[config.mk]
export PLATFORM = sky130hd
export DESIGN_NAME = rendezvous_message_controller_core
export DESIGN_NICKNAME = d
export VERILOG_FILES = /design/src/rtl/rmc_pkg.sv /design/src/rtl/rmc_walker.sv /design/src/rtl/rendezvous_message_controller_core.sv
export VERILOG_INCLUDE_DIRS = /design/src /design/src/rtl
export SDC_FILE = /design/constraint.sdc
export NUM_CORES = 1
export LEC_CHECK = 0
export ABC_CLOCK_PERIOD_IN_PS = 17150
export BUFFER_PORTS_ARGS = -buffer_cell sky130_fd_sc_hd__buf_4
export CAP_MARGIN = 15
export CELL_PAD_IN_SITES_DETAIL_PLACEMENT = 0
export CELL_PAD_IN_SITES_GLOBAL_PLACEMENT = 1
export CORE_MARGIN = 4
export CORE_UTILIZATION = 57
export CTS_CLUSTER_DIAMETER = 120
export CTS_CLUSTER_SIZE = 20
export DETAILED_ROUTE_END_ITERATION = 7
export GPL_TIMING_DRIVEN = 0
export PLACE_DENSITY_LB_ADDON = 0.1
export SLEW_MARGIN = 20
export SYNTH_ARGS = -nofsm -noshare
export SYNTH_HDL_FRONTEND = slang
export SYNTH_HIERARCHICAL = 1
export SYNTH_SLANG_ARGS = --single-unit
[constraint.sdc]
create_clock -name aclk -period 17.15 [get_ports aclk]
set_input_delay 0 -clock aclk [delete_from_list [all_inputs] [get_ports aclk]]
set_output_delay 0 -clock aclk [all_outputs]
set_load 0.01 [all_outputs]
[src/rtl/rendezvous_message_controller_core_defines.svh]
// Assertion helpers for the rendezvous controller.
`ifndef RENDEZVOUS_MESSAGE_CONTROLLER_CORE_DEFINES_SVH
`define RENDEZVOUS_MESSAGE_CONTROLLER_CORE_DEFINES_SVH
`ifndef SYNTHESIS
`define RMC_ASSERT(label, clk, rstn, prop, msg) \
    label: assert property (@(posedge clk) disable iff (!rstn) prop) else $error(msg);
`define RMC_ASSERT_NR(label, clk, prop, msg) \
    label: assert property (@(posedge clk) prop) else $error(msg);
`else
`define RMC_ASSERT(label, clk, rstn, prop, msg)
`define RMC_ASSERT_NR(label, clk, prop, msg)
`endif
`endif

[src/rtl/rmc_pkg.sv]
package rmc_pkg;
    localparam logic [1:0] MODE_SEND = 2'd0;
    localparam logic [1:0] MODE_RECV = 2'd1;
    localparam logic [1:0] MODE_NOTIFY = 2'd2;
    localparam logic [1:0] MODE_RSVD = 2'd3;
    localparam logic [1:0] KIND_SPECIFIC = 2'd0;
    localparam logic [1:0] KIND_ANY = 2'd1;
    localparam logic [1:0] KIND_INTR = 2'd2;
    localparam logic [1:0] KIND_RSVD = 2'd3;
    localparam logic [2:0] ST_DELIVERED = 3'd0;
    localparam logic [2:0] ST_BLOCKED = 3'd1;
    localparam logic [2:0] ST_PENDED = 3'd2;
    localparam logic [2:0] ST_DEADLOCK = 3'd3;
    localparam logic [2:0] ST_INVALID = 3'd4;
    typedef enum logic [1:0] {
        SRC_PROC = 2'd0,
        SRC_ANY = 2'd1,
        SRC_INTR = 2'd2,
        SRC_NONE = 2'd3
    } src_kind_t;
    typedef struct packed {
        logic [2:0] status;
        logic [3:0] from_pid;
        logic       from_interrupt;
        logic [3:0] to_pid;
        logic [3:0] woken_pid;
        logic       woken_valid;
    } result_t;
endpackage

[src/rtl/rmc_walker.sv]
// Pointer-chasing unit: one link followed per cycle while link_valid is high.
module rmc_walker #(
    parameter int NUM_PROCS = 16
) (
    input  logic                         aclk,
    input  logic                         aresetn,
    input  logic                         start,
    input  logic [$clog2(NUM_PROCS)-1:0] start_ptr,
    input  logic                         link_valid,
    input  logic [$clog2(NUM_PROCS)-1:0] link_ptr,
    output logic [$clog2(NUM_PROCS)-1:0] cur_ptr,
    output logic [$clog2(NUM_PROCS):0]   step_cnt
);
    localparam int PW = $clog2(NUM_PROCS);
    logic [PW-1:0] ptr_reg;
    logic [PW:0]   cnt_reg;
    always_ff @(posedge aclk) begin
        if (!aresetn) begin
            cnt_reg <= '0;
        end else if (start) begin
            ptr_reg <= start_ptr;
            cnt_reg <= '0;
        end else if (link_valid) begin
            ptr_reg <= link_ptr;
            cnt_reg <= cnt_reg + 1'b1;
        end
    end
    assign cur_ptr  = ptr_reg;
    assign step_cnt = cnt_reg;
endmodule

[src/rtl/rendezvous_message_controller_core.sv]
// Flow: an accepted request passes S_DECIDE and then S_OUT for notify, invalid and immediate
// deliveries; a receive that dequeues a sender first walks the destination queue (S_QREM), a
// send the blocked-sender chain (S_CHAIN) and, if it blocks, the queue (S_QTAIL), one link per cycle.
// One request at a time: s_ready is low while an item runs; the next request is taken once
// the result loads into the output register, which happens later while that register still
// holds an untaken result.
// Reset (aresetn, synchronous, active low) clears all marks, empties all queues and
// drops any pending result.
module rendezvous_message_controller_core #(
    parameter int NUM_PROCS = 16
) (
    input  logic       aclk,
    input  logic       aresetn,
    input  logic       s_valid,
    output logic       s_ready,
    input  logic [1:0] s_mode,
    input  logic [3:0] s_caller_pid,
    input  logic [3:0] s_peer_id,
    input  logic [1:0] s_peer_kind,
    output logic       m_valid,
    input  logic       m_ready,
    output logic [2:0] m_status,
    output logic [3:0] m_from_pid,
    output logic       m_from_interrupt,
    output logic [3:0] m_to_pid,
    output logic [3:0] m_woken_pid,
    output logic       m_woken_valid
);
`include "rendezvous_message_controller_core_defines.svh"
    localparam int PW = $clog2(NUM_PROCS);

    typedef enum logic [2:0] {
        S_IDLE, S_DECIDE, S_CHAIN, S_QTAIL, S_QREM, S_OUT
    } state_t;

    // Per-process state, kept in flip-flops (small depth).
    logic [NUM_PROCS-1:0] snd_reg, rcv_reg, irq_reg;
    logic [PW-1:0]        tgt_reg [NUM_PROCS];
    rmc_pkg::src_kind_t   srck_reg [NUM_PROCS];
    logic [PW-1:0]        srcp_reg [NUM_PROCS];
    logic [NUM_PROCS-1:0] hv_reg, nv_reg;   // head / next link valid
    logic [PW-1:0]        head_reg [NUM_PROCS];
    logic [PW-1:0]        nxt_reg  [NUM_PROCS];

    state_t           state_reg;
    logic [1:0]       mode_reg, kind_reg;
    logic [PW-1:0]    me_reg, peer_reg, from_reg, prev_reg;
    logic             prev_v_reg;
    logic             bad_reg;
    rmc_pkg::result_t res_reg;
    rmc_pkg::result_t out_reg;   // holds the offered result apart from the working one
    logic             m_valid_reg;

    // Walker shares one pointer register for chain, tail and remove walks.
    logic          w_start, w_link_v;
    logic [PW-1:0] w_start_ptr, w_link, w_ptr;
    logic [PW:0]   w_cnt;

    rmc_walker #(.NUM_PROCS(NUM_PROCS)) u_walk (
        .aclk(aclk), .aresetn(aresetn), .start(w_start), .start_ptr(w_start_ptr),
        .link_valid(w_link_v), .link_ptr(w_link), .cur_ptr(w_ptr), .step_cnt(w_cnt)
    );

    logic s_fire, m_fire, cnt_done;
    assign s_ready  = (state_reg == S_IDLE);
    assign s_fire   = s_valid && s_ready;
    assign m_fire   = m_valid_reg && m_ready;
    assign cnt_done = (w_cnt >= (PW+1)'(NUM_PROCS - 1));

    // Decode checks on the incoming request.
    logic me_ok, peer_ok;
    assign me_ok   = (NUM_PROCS >= 16) || (s_caller_pid < 4'(NUM_PROCS));
    assign peer_ok = (NUM_PROCS >= 16) || (s_peer_id < 4'(NUM_PROCS));

    always_comb begin
        w_start     = 1'b0;
        w_start_ptr = peer_reg;
        w_link_v    = 1'b0;
        w_link      = tgt_reg[w_ptr];
        unique case (state_reg)
            S_DECIDE: begin
                w_start = 1'b1;
                if (mode_reg == rmc_pkg::MODE_RECV) w_start_ptr = head_reg[me_reg];
                else w_start_ptr = peer_reg;
            end
            S_CHAIN: begin
                w_link_v = 1'b1;
                w_link   = tgt_reg[w_ptr];
                if (!snd_reg[w_ptr] || tgt_reg[w_ptr] == me_reg || cnt_done) begin
                    w_link_v    = 1'b0;
                    w_start     = 1'b1;
                    w_start_ptr = head_reg[peer_reg];
                end
            end
            S_QTAIL, S_QREM: begin
                w_link   = nxt_reg[w_ptr];
                w_link_v = nv_reg[w_ptr] && !cnt_done &&
                           !(state_reg == S_QREM && w_ptr == from_reg);
            end
            default: ;
        endcase
    end

    always_ff @(posedge aclk) begin
        if (!aresetn) begin
            state_reg   <= S_IDLE;
            m_valid_reg <= 1'b0;
            snd_reg <= '0; rcv_reg <= '0; irq_reg <= '0;
            hv_reg  <= '0; nv_reg  <= '0;
            for (int i = 0; i < NUM_PROCS; i++) begin
                tgt_reg[i]  <= '0;
                srck_reg[i] <= rmc_pkg::SRC_NONE;
            end
        end else begin
            // Raise valid when the result loads, drop it once taken.
            if (state_reg == S_OUT && (!m_valid_reg || m_fire)) m_valid_reg <= 1'b1;
            else if (m_fire) m_valid_reg <= 1'b0;
            unique case (state_reg)
                S_IDLE: if (s_fire) begin
                    mode_reg <= s_mode; kind_reg <= s_peer_kind;
                    me_reg   <= PW'(s_caller_pid); peer_reg <= PW'(s_peer_id);
                    bad_reg  <= (s_mode == rmc_pkg::MODE_RSVD) || !me_ok ||
                        (s_mode != rmc_pkg::MODE_NOTIFY &&
                         (s_peer_kind == rmc_pkg::KIND_RSVD ||
                          (s_peer_kind == rmc_pkg::KIND_SPECIFIC &&
                           (!peer_ok || s_peer_id == s_caller_pid)) ||
                          (s_mode == rmc_pkg::MODE_SEND &&
                           s_peer_kind != rmc_pkg::KIND_SPECIFIC)));
                    state_reg <= S_DECIDE;
                end
                S_DECIDE: begin
                    if (bad_reg) begin
                        res_reg   <= '{rmc_pkg::ST_INVALID, 4'd0, 1'b0, 4'd0, 4'd0, 1'b0};
                        state_reg <= S_OUT;
                    end else if (mode_reg == rmc_pkg::MODE_NOTIFY) begin
                        state_reg <= S_OUT;
                        if (rcv_reg[me_reg] && (srck_reg[me_reg] == rmc_pkg::SRC_INTR ||
                                                srck_reg[me_reg] == rmc_pkg::SRC_ANY)) begin
                            rcv_reg[me_reg]  <= 1'b0;
                            srck_reg[me_reg] <= rmc_pkg::SRC_NONE;
                            irq_reg[me_reg]  <= 1'b0;
                            res_reg <= '{rmc_pkg::ST_DELIVERED, 4'd0, 1'b1, 4'(me_reg),
                                         4'(me_reg), 1'b1};
                        end else begin
                            irq_reg[me_reg] <= 1'b1;
                            res_reg <= '{rmc_pkg::ST_PENDED, 4'd0, 1'b0, 4'd0, 4'd0, 1'b0};
                        end
                    end else if (snd_reg[me_reg] || rcv_reg[me_reg]) begin
                        res_reg   <= '{rmc_pkg::ST_INVALID, 4'd0, 1'b0, 4'd0, 4'd0, 1'b0};
                        state_reg <= S_OUT;
                    end else if (mode_reg == rmc_pkg::MODE_SEND) begin
                        state_reg <= S_CHAIN;
                    end else if (irq_reg[me_reg] && kind_reg != rmc_pkg::KIND_SPECIFIC) begin
                        irq_reg[me_reg] <= 1'b0;
                        res_reg <= '{rmc_pkg::ST_DELIVERED, 4'd0, 1'b1, 4'(me_reg),
                                     4'd0, 1'b0};
                        state_reg <= S_OUT;
                    end else if (kind_reg == rmc_pkg::KIND_ANY && hv_reg[me_reg]) begin
                        from_reg <= head_reg[me_reg]; prev_v_reg <= 1'b0;
                        state_reg <= S_QREM;
                    end else if (kind_reg == rmc_pkg::KIND_SPECIFIC &&
                                 snd_reg[peer_reg] && tgt_reg[peer_reg] == me_reg) begin
                        from_reg <= peer_reg; prev_v_reg <= 1'b0;
                        state_reg <= S_QREM;
                    end else begin
                        rcv_reg[me_reg] <= 1'b1;
                        srck_reg[me_reg] <= (kind_reg == rmc_pkg::KIND_ANY) ? rmc_pkg::SRC_ANY :
                                            (kind_reg == rmc_pkg::KIND_INTR) ?
                                            rmc_pkg::SRC_INTR : rmc_pkg::SRC_PROC;
                        srcp_reg[me_reg] <= peer_reg;
                        res_reg <= '{rmc_pkg::ST_BLOCKED, 4'd0, 1'b0, 4'd0, 4'd0, 1'b0};
                        state_reg <= S_OUT;
                    end
                end
                S_CHAIN: begin
                    // Stop on a free process, a loop back to the caller, or the step limit.
                    if (snd_reg[w_ptr] && tgt_reg[w_ptr] == me_reg) begin
                        res_reg <= '{rmc_pkg::ST_DEADLOCK, 4'd0, 1'b0, 4'd0, 4'd0, 1'b0};
                        state_reg <= S_OUT;
                    end else if (!snd_reg[w_ptr] || cnt_done) begin
                        if (rcv_reg[peer_reg] &&
                            ((srck_reg[peer_reg] == rmc_pkg::SRC_PROC &&
                              srcp_reg[peer_reg] == me_reg) ||
                             srck_reg[peer_reg] == rmc_pkg::SRC_ANY)) begin
                            rcv_reg[peer_reg]  <= 1'b0;
                            srck_reg[peer_reg] <= rmc_pkg::SRC_NONE;
                            res_reg <= '{rmc_pkg::ST_DELIVERED, 4'(me_reg), 1'b0,
                                         4'(peer_reg), 4'(peer_reg), 1'b1};
                            state_reg <= S_OUT;
                        end else begin
                            snd_reg[me_reg] <= 1'b1;
                            tgt_reg[me_reg] <= peer_reg;
                            nv_reg[me_reg]  <= 1'b0;
                            res_reg <= '{rmc_pkg::ST_BLOCKED, 4'd0, 1'b0, 4'd0, 4'd0, 1'b0};
                            if (!hv_reg[peer_reg]) begin
                                hv_reg[peer_reg]   <= 1'b1;
                                head_reg[peer_reg] <= me_reg;
                                state_reg <= S_OUT;
                            end else begin
                                state_reg <= S_QTAIL;
                            end
                        end
                    end
                end
                S_QTAIL: if (!w_link_v) begin
                    // Caller's own next link was cleared above; append at the tail.
                    nv_reg[w_ptr]  <= 1'b1;
                    nxt_reg[w_ptr] <= me_reg;
                    state_reg <= S_OUT;
                end
                S_QREM: begin
                    if (w_ptr == from_reg || !w_link_v) begin
                        if (w_ptr == from_reg && hv_reg[me_reg]) begin
                            if (!prev_v_reg) begin
                                hv_reg[me_reg]   <= nv_reg[w_ptr];
                                head_reg[me_reg] <= nxt_reg[w_ptr];
                            end else begin
                                nv_reg[prev_reg]  <= nv_reg[w_ptr];
                                nxt_reg[prev_reg] <= nxt_reg[w_ptr];
                            end
                            nv_reg[w_ptr] <= 1'b0;
                        end
                        snd_reg[from_reg] <= 1'b0;
                        tgt_reg[from_reg] <= '0;
                        res_reg <= '{rmc_pkg::ST_DELIVERED, 4'(from_reg), 1'b0,
                                     4'(me_reg), 4'(from_reg), 1'b1};
                        state_reg <= S_OUT;
                    end else begin
                        prev_reg <= w_ptr; prev_v_reg <= 1'b1;
                    end
                end
                // Load the output register once it is free.
                S_OUT: if (!m_valid_reg || m_fire) begin
                    out_reg   <= res_reg;
                    state_reg <= S_IDLE;
                end
                default: state_reg <= S_IDLE;
            endcase
        end
    end

    assign m_valid          = m_valid_reg;
    assign m_status         = out_reg.status;
    assign m_from_pid       = out_reg.from_pid;
    assign m_from_interrupt = out_reg.from_interrupt;
    assign m_to_pid         = out_reg.to_pid;
    assign m_woken_pid      = out_reg.woken_pid;
    assign m_woken_valid    = out_reg.woken_valid;

    `RMC_ASSERT(a_one_request, aclk, aresetn, s_fire |=> !s_ready, "request overlap")
    `RMC_ASSERT(a_woken_only_delivered, aclk, aresetn,
        m_valid && m_woken_valid |-> m_status == rmc_pkg::ST_DELIVERED, "stray wake")
    `RMC_ASSERT(a_walk_bounded, aclk, aresetn,
        w_cnt <= (PW+1)'(NUM_PROCS), "walk overrun")
    `RMC_ASSERT_NR(a_reset_idle, aclk, !aresetn |=> state_reg == S_IDLE, "reset state")
endmodule

==> results.md, run 1 <==
* Worst skew pair latency at 0.59 ns
* Root Driver: clkbuf_16
* Starting Density at 0.579
* Final nets at 1934
* Core Footprint at 39800 sq um
* Critical path type: reg2reg
* Setup Viol. Count Final at 0
* Max Slew Vio Count at 0
* Post-CTS setup buffers at 0
* Cts repair resizes at 0
* Vias in the first global route at 16.5k
* Worst VDD drop at 0.114 mV
* Layout cells sized above 1 at 0.193
* Fin crit period at 4.90 ns
* CTS Buf Count at 26
* Multi-input logic area at 9890 sq um
* GRT overflow at 0
* Status: complete, no violations
* Ant. Diodes at 0
* Die Y at 209 microns
* Crit path max fanout at 10
* Sequential area share after synthesis at 0.537
* Post-synth top area share at 0.453
* Final TNS setup at 0 ns
* Final cell count without fillers at 2462
* Vias at 17.0k
* Worst hold path class: in2reg
* Area Growth Syn to Fin at 8.25%
* Hold Vio Cnt, Final at 0
* Post-synth top cells: 348 x edfxtp_1, 244 x nor2_1, 177 x nand2_1, 167 x mux4_2, 97 x dfxtp_1
* Worst slew margin at 0.259
* Worst r2r path cells at 13
* Cell Rows at 73
* Most common cell in the netlist: edfxtp_1
* Top FF cell, synth: edfxtp_1
* Maximum buffer depth of the clock tree at 3
* FF/Latch Area at 12400 sq um
* Max Clock Freq at 0.204 GHz
* Final Skew at 0.0279 ns
* Post-synth EDFFs at 348
* Post-Route WL at 73100 microns
* Worst EP arrival at 5.11 ns
* RSZ-0062 raised after global routing: no
* Pwr dens at 97.7 nW/um^2
* IO Count at 35
* # Max-Cap Violations at 0
* Drt drc at 0
* Req. time, crit path at 17.36 ns
* FF+latch count, synth at 445
* Worst hold path stage count at 2
* Ys Warns at 6
* RD Place Congestion at 1.00
* Die area at 43700 sq um
* First-pass GRT wire length at 108000 microns
* Syn_area_per_cell at 12.6 sq um
* Clock transition at path regs at 0.10 ns
* Mapped Cells at 1835
* H-tree depth at 1
* Final period util at 0.286
* GRT Total Usage at 0.328
* Count of cell types in the netlist at 83
* DIE WIDTH at 209 microns
* CTS tree: done
* Synth top area cells: edfxtp_1 45%, mux4_2 16%, dfxtp_1 8.4%
* Initial drt markers at 2424
* Final HPWL DP at 54500 microns
* Drt via density at 6.91
* Drt wl/cell at 29.7 microns
* CP endpoint kind: register
* Synthesized Nets at 1852
* Slew of the pin with the lowest slew margin at 1.11 ns
* Pleak at 0.00780 uW
* Clock sinks at 445
* Largest area contributor in the netlist: edfxtp_1
* Critical path launch point type: register
* Ys async rst share at 0
* Port Buffers at 34
* Post-Place Cells at 2398
* Mapped Area at 23100 sq um
* Initial antenna violation count at 0
* Largest net degree at the start of global routing at 23
* First-pass iteration count of the detailed router at 7
* FILL cells at 3156
* Routed Antenna Nets at 0
## critical path, stage by stage, from the launching register on
cell	delay, ns
edfxtp_1	0.59
buf_2	0.39
buf_2	0.34
nor2b_1	0.40
a22oi_1	0.18
o21ai_1	0.16
xnor2_1	0.09
o211ai_1	0.33
o21ai_2	0.15
a211oi_2	0.42
buf_4	0.27
a32oi_1	0.19
buf_4	0.27
o21ai_0	0.73
## report_power, final
part	switching [uW]	internal, uW	total [uW]
Clock	356	299	655
Sequential	25.7	1200	1230
Combinational	350	207	556
Total	732	1710	2440
## layout by cell type (no fill, tap or decap), drive strengths merged, types with 16 or more instances in the layout
master / instances
a21oi: 82
a311oi: 18
a31oi: 23
buf: 106
clkbuf: 124
dfxtp: 97
edfxtp: 348
inv: 25
mux2: 21
mux2i: 31
mux4: 167
nand2: 179
nand2b: 16
nand3: 74
nand4: 19
nor2: 246
nor3: 27
o21ai: 112
o221a: 16
o221ai: 21
## what timing repair did
| action | 4_1_cts | 5_1_grt |
|---|---|---|
| setup endpoints to repair | 0 | 0 |
| hold buffers | 15 | 0 |
| endpoints found under the hold margin | 32 | 0 |
## stage by stage
step	util	hold slack, ns	total power, uW	setup WS [ns]	area (sq um)
after floorplan	-	0.0989	1610	11.53	23100
after global placement	0.602	0.190	1780	9.76	24000
after detailed placement	0.603	0.192	1790	12.38	24000
after CTS	0.626	0.131	2430	12.33	24900
after global routing	0.627	0.148	2520	12.00	25000
final	0.627	0.147	2440	12.25	25000
## metal layers
layer  wire length, microns  share of wire  track usage
met1                  27800           0.38        0.452
met2                  34400           0.47        0.525
met3                   7260          0.099       0.0601
met4                   3620          0.049        0.130
met5                      0              0            0
## cell families (layout without fill, tap and decap cells)
| logic type | Yosys count | count (layout) | share of synthesized area |
|---|---|---|---|
| and+or+nand+nor | 614 | 614 | 0.119 |
| adders and majority gates | 2 | 2 | 0.000976 |
| AOI/OAI and AO/OA | 361 | 361 | 0.112 |
| buffers and inverters | 171 | 273 | 0.0355 |
| xor gates and xnor gates | 23 | 23 | 0.00873 |
| DFF | 445 | 445 | 0.537 |
| muxes | 219 | 219 | 0.187 |
## worst paths after layout
check	start	to	slack [ns]
worst max-delay path	u_walk/cur_ptr[1]	tgt_reg[2][2]	12.25
worst min-delay path	s_peer_kind[1]	kind_reg[1]	0.15
worst max register to register	u_walk/cur_ptr[1]	tgt_reg[2][2]	12.25
worst min register to register	res_reg[8]	m_to_pid[3]	0.42
## area by class of cell
class,instances,share of cell area
sequential,445,0.496
multi-input combinational,1219,0.396
clock buffer,47,0.0301
buffer,144,0.0288
tap,525,0.0263
timing repair buffer,54,0.0177
inverter,27,0.00406
clock inverter,1,0.000651
Note: power is estimated with default switching activity, not from simulation.
==> run 2, diff against run 1 <==
--- a/config.mk
+++ b/config.mk
@@ -6,13 +6,14 @@
 export SDC_FILE = /design/constraint.sdc
 export NUM_CORES = 1
 export LEC_CHECK = 0
-export ABC_CLOCK_PERIOD_IN_PS = 17150
+export ABC_AREA = 1
+export ABC_CLOCK_PERIOD_IN_PS = 3960
 export BUFFER_PORTS_ARGS = -buffer_cell sky130_fd_sc_hd__buf_4
 export CAP_MARGIN = 15
 export CELL_PAD_IN_SITES_DETAIL_PLACEMENT = 0
 export CELL_PAD_IN_SITES_GLOBAL_PLACEMENT = 1
 export CORE_MARGIN = 4
-export CORE_UTILIZATION = 57
+export CORE_UTILIZATION = 44
 export CTS_CLUSTER_DIAMETER = 120
 export CTS_CLUSTER_SIZE = 20
 export DETAILED_ROUTE_END_ITERATION = 7
==> constraint.sdc (replaced) <==
create_clock -name aclk -period 3.96 [get_ports aclk]
set_input_delay 0 -clock aclk [delete_from_list [all_inputs] [get_ports aclk]]
set_output_delay 0 -clock aclk [all_outputs]
set_load 0.01 [all_outputs]
==> run 2 against run 1 <==
Combinational power rose to 4.1 times the previous value. Clock skew rose by 0.017 ns. Utilization fell by 14 points. Via count rose by 35%. Sequential share of layout area fell by 3.9 points. Synthesized cell count rose by 61%. Power rose to 4.3 times the previous value. First-iteration DRC count rose by 16%. Area after synthesis rose by 6.0%. Final cell count rose by 55%. Largest cell class unchanged. Worst hold slack got worse by 0.098 ns. Final area rose by 8.4%.
==> results.md, run 2 <==
* Status: complete, no violations
* Final cell count without fillers at 3814 (+55%)
* Clk pwr share at 0.280 (+0.011)
* Sw frac at 0.324 (+0.0241)
* Layout cells sized above 1 at 0.113 (-0.0804)
* Root Driver: clkbuf_16
* Crit path max fanout at 10 (unchanged)
* Final nets at 3060 (+58%)
* Slew of the pin with the lowest slew margin at 1.27 ns (+0.154 ns)
* Pleak at 0.0101 uW (+30%)
* Most common cell after layout, fill and taps aside: nand2_1
* Fin crit period at 3.86 ns (-1.04 ns)
* Synthesized Nets at 2966 (+60%)
* Drt drc at 0 (unchanged)
* Vias in the first global route at 21.5k (+31%)
* Syn_area_per_cell at 8.29 sq um (-34%)
* Power, Total at 10400 uW (+330%)
* Most common cell in the netlist: nand2_1
* FF/Latch Area at 12400 sq um (unchanged)
* Post-synth EDFFs at 348 (unchanged)
* CTS tree: done
* Initial drt markers at 2800 (+16%)
* Starting Density at 0.444 (-0.136)
* Hold WS at 0.0491 ns (-0.0983 ns)
* Max Clock Freq at 0.259 GHz (+27%)
* DIE WIDTH at 244 microns (+16%)
* Post-synth top area share at 0.428 (-0.0254)
* IO Count at 35 (unchanged)
* Die area at 59400 sq um (+36%)
* GRT Total Usage at 0.318 (-0.0102)
* First-pass GRT wire length at 142000 microns (+31%)
* Drt via density at 6.03 (-13%)
* Most frequent cells in the layout: 697 x nand2_1, 348 x edfxtp_1, 273 x nor2_1, 233 x nand3_1, 224 x inv_1
* Final Skew at 0.0451 ns (+0.0172 ns)
* Worst EP arrival at 4.14 ns (-0.97 ns)
* Vias at 23.0k (+35%)
* Die Y at 244 microns (+16%)
* Post-Place Cells at 3733 (+56%)
* Hold Vio Cnt, Final at 0 (unchanged)
* Critical path type: reg2reg
* Critical path launch point type: register
* FF+latch count, synth at 445 (unchanged)
* Initial antenna violation count at 7 (+7)
* Post-synth top cells: 700 x nand2_1, 348 x edfxtp_1, 310 x nor2_1, 237 x nand3_1, 225 x inv_1
* CTS Buf Count at 26 (unchanged)
* Ys Warns at 6 (unchanged)
* Mapped Cells at 2949 (+61%)
* Clock sinks at 445 (unchanged)
* Largest net degree at the start of global routing at 23 (unchanged)
* Sequential power share at 0.503 (about the same)
* Worst hold path class: in2reg
* Drt wl/cell at 25.5 microns (-14%)
* Routed Antenna Nets at 0 (unchanged)
* Worst slew margin at 0.156 (-0.102)
* Cell Rows at 86 (+18%)
* Final TNS setup at 0 ns (unchanged)
* Setup Viol. Count Final at 0 (unchanged)
* Sw Pwr at 3380 uW (+360%)
* Maximum buffer depth of the clock tree at 3 (unchanged)
* Fin area at 27100 sq um (+8.4%)
* Port Buffers at 34 (unchanged)
* CP endpoint kind: register
* First-pass iteration count of the detailed router at 7 (unchanged)
* Pint at 7050 uW (+310%)
* GRT overflow at 0 (unchanged)
* Worst VDD drop at 0.339 mV (+200%)
* Count of cell types in the netlist at 56 (-33%)
* Final HPWL DP at 70800 microns (+30%)
* Post-Route WL at 97300 microns (+33%)
* Final period util at 0.974 (+0.688)
* Req. time, crit path at 4.24 ns (-13.12 ns)
* # Max-Cap Violations at 0 (unchanged)
* Top FF cell, synth: edfxtp_1
* Ys async rst share at 0 (unchanged)
* Worst skew pair latency at 0.62 ns (+0.03 ns)
* Mapped Area at 24400 sq um (+6.0%)
* Clock transition at path regs at 0.09 ns (about the same)
* DP Area at 25700 sq um (+6.9%)
* Sequential area share after synthesis at 0.507 (-0.0302)
* Synth top area cells: edfxtp_1 43%, nand2_1 11%, dfxtp_1 7.9%
* Pwr dens at 385 nW/um^2 (+290%)
* Largest area contributor in the netlist: edfxtp_1
* RD Place Congestion at 0.970 (-3.1%)
* Multi-input logic area at 10600 sq um (+7.0%)
* H-tree depth at 1 (unchanged)
* Gate power share at 0.217 (-0.011)
* Core Footprint at 55100 sq um (+38%)
* FILL cells at 5371 (+70%)
* Area Growth Syn to Fin at 10.8%
* Max Slew Vio Count at 0 (unchanged)
-- run 2: routing by layer --
metal | part of all wire | track usage | up-vias
met4 | 0.054 | 0.139 | 4
met1 | 0.41 | 0.434 | 11054
li1 | - | - | 10437
met3 | 0.090 | 0.0588 | 277
met2 | 0.45 | 0.498 | 1241
met5 | 0.00042 | 0 | -
-- run 2: final timing paths --
check              start       endpoint  slack (ns)  cells past startpoint
max          peer_reg[1]  tgt_reg[6][0]        0.10                     15
min              s_valid       register        0.05                      3
max reg2reg  peer_reg[1]  tgt_reg[6][0]        0.10                     15
min reg2reg   res_reg[0]  m_woken_valid        0.43                      0
-- run 2: what timing repair did --
item                                    in CTS  in global routing
resized for setup                           44                 69
setup buffers                                8                  8
hold endpoints to repair                    33                  0
pin swaps                                    3                  2
hold buffers                                14                  0
endpoints found under the setup margin     512                331
-- run 2: layout make-up --
| cell class | instances | share of cell area |
|---|---|---|
| diodes | 3 | 0.000277 |
| plain buffers | 176 | 0.0335 |
| clock buffers | 47 | 0.0277 |
| clock inverters | 1 | 0.000601 |
| inverters | 247 | 0.0350 |
| multi-input cells | 2081 | 0.391 |
| flip-flops and latches | 445 | 0.458 |
| well taps | 748 | 0.0346 |
| repair buffers | 66 | 0.0197 |
-- run 2: cells by family after synthesis --
family	after synthesis	share of synthesized area
AOI/OAI and AO/OA	632	0.155
xor gates and xnor gates	3	0.00108
adders and majority gates	1	0.000512
buffers and inverters	423	0.0738
DFF	445	0.507
muxes	12	0.00492
and+or+nand+nor	1433	0.258
-- run 2: stage by stage --
stage | setup slack (ns) | util
floorplan | 0.262 | -
global placement | -1.76 | 0.465
detailed placement | -0.936 | 0.466
CTS | -0.0253 | 0.486
global route | -0.000525 | 0.491
finish | 0.102 | 0.491
-- run 2: critical path, stage by stage (launching register included) --
cell,delay (ns)
edfxtp_1,0.39
buf_4,0.29
inv_1,0.16
nand2_1,0.20
buf_4,0.25
o22ai_1,0.11
o21ai_2,0.21
nand4_1,0.28
nand3_1,0.20
a21oi_2,0.08
nor2_1,0.14
nand3_1,0.23
nand2_4,0.24
nand3_1,0.25
buf_4,0.28
o21ai_2,0.23
-- run 2: power by group through the flow --
stage,Sequential (uW),Clock [uW],Combinational (uW)
5_1_grt,5250,3120,2430
2_1_floorplan,5320,0,1340
3_5_place_dp,5360,0,2130
6_report,5240,2920,2260
4_1_cts,5240,2950,2170
3_3_place_gp,5360,0,2100
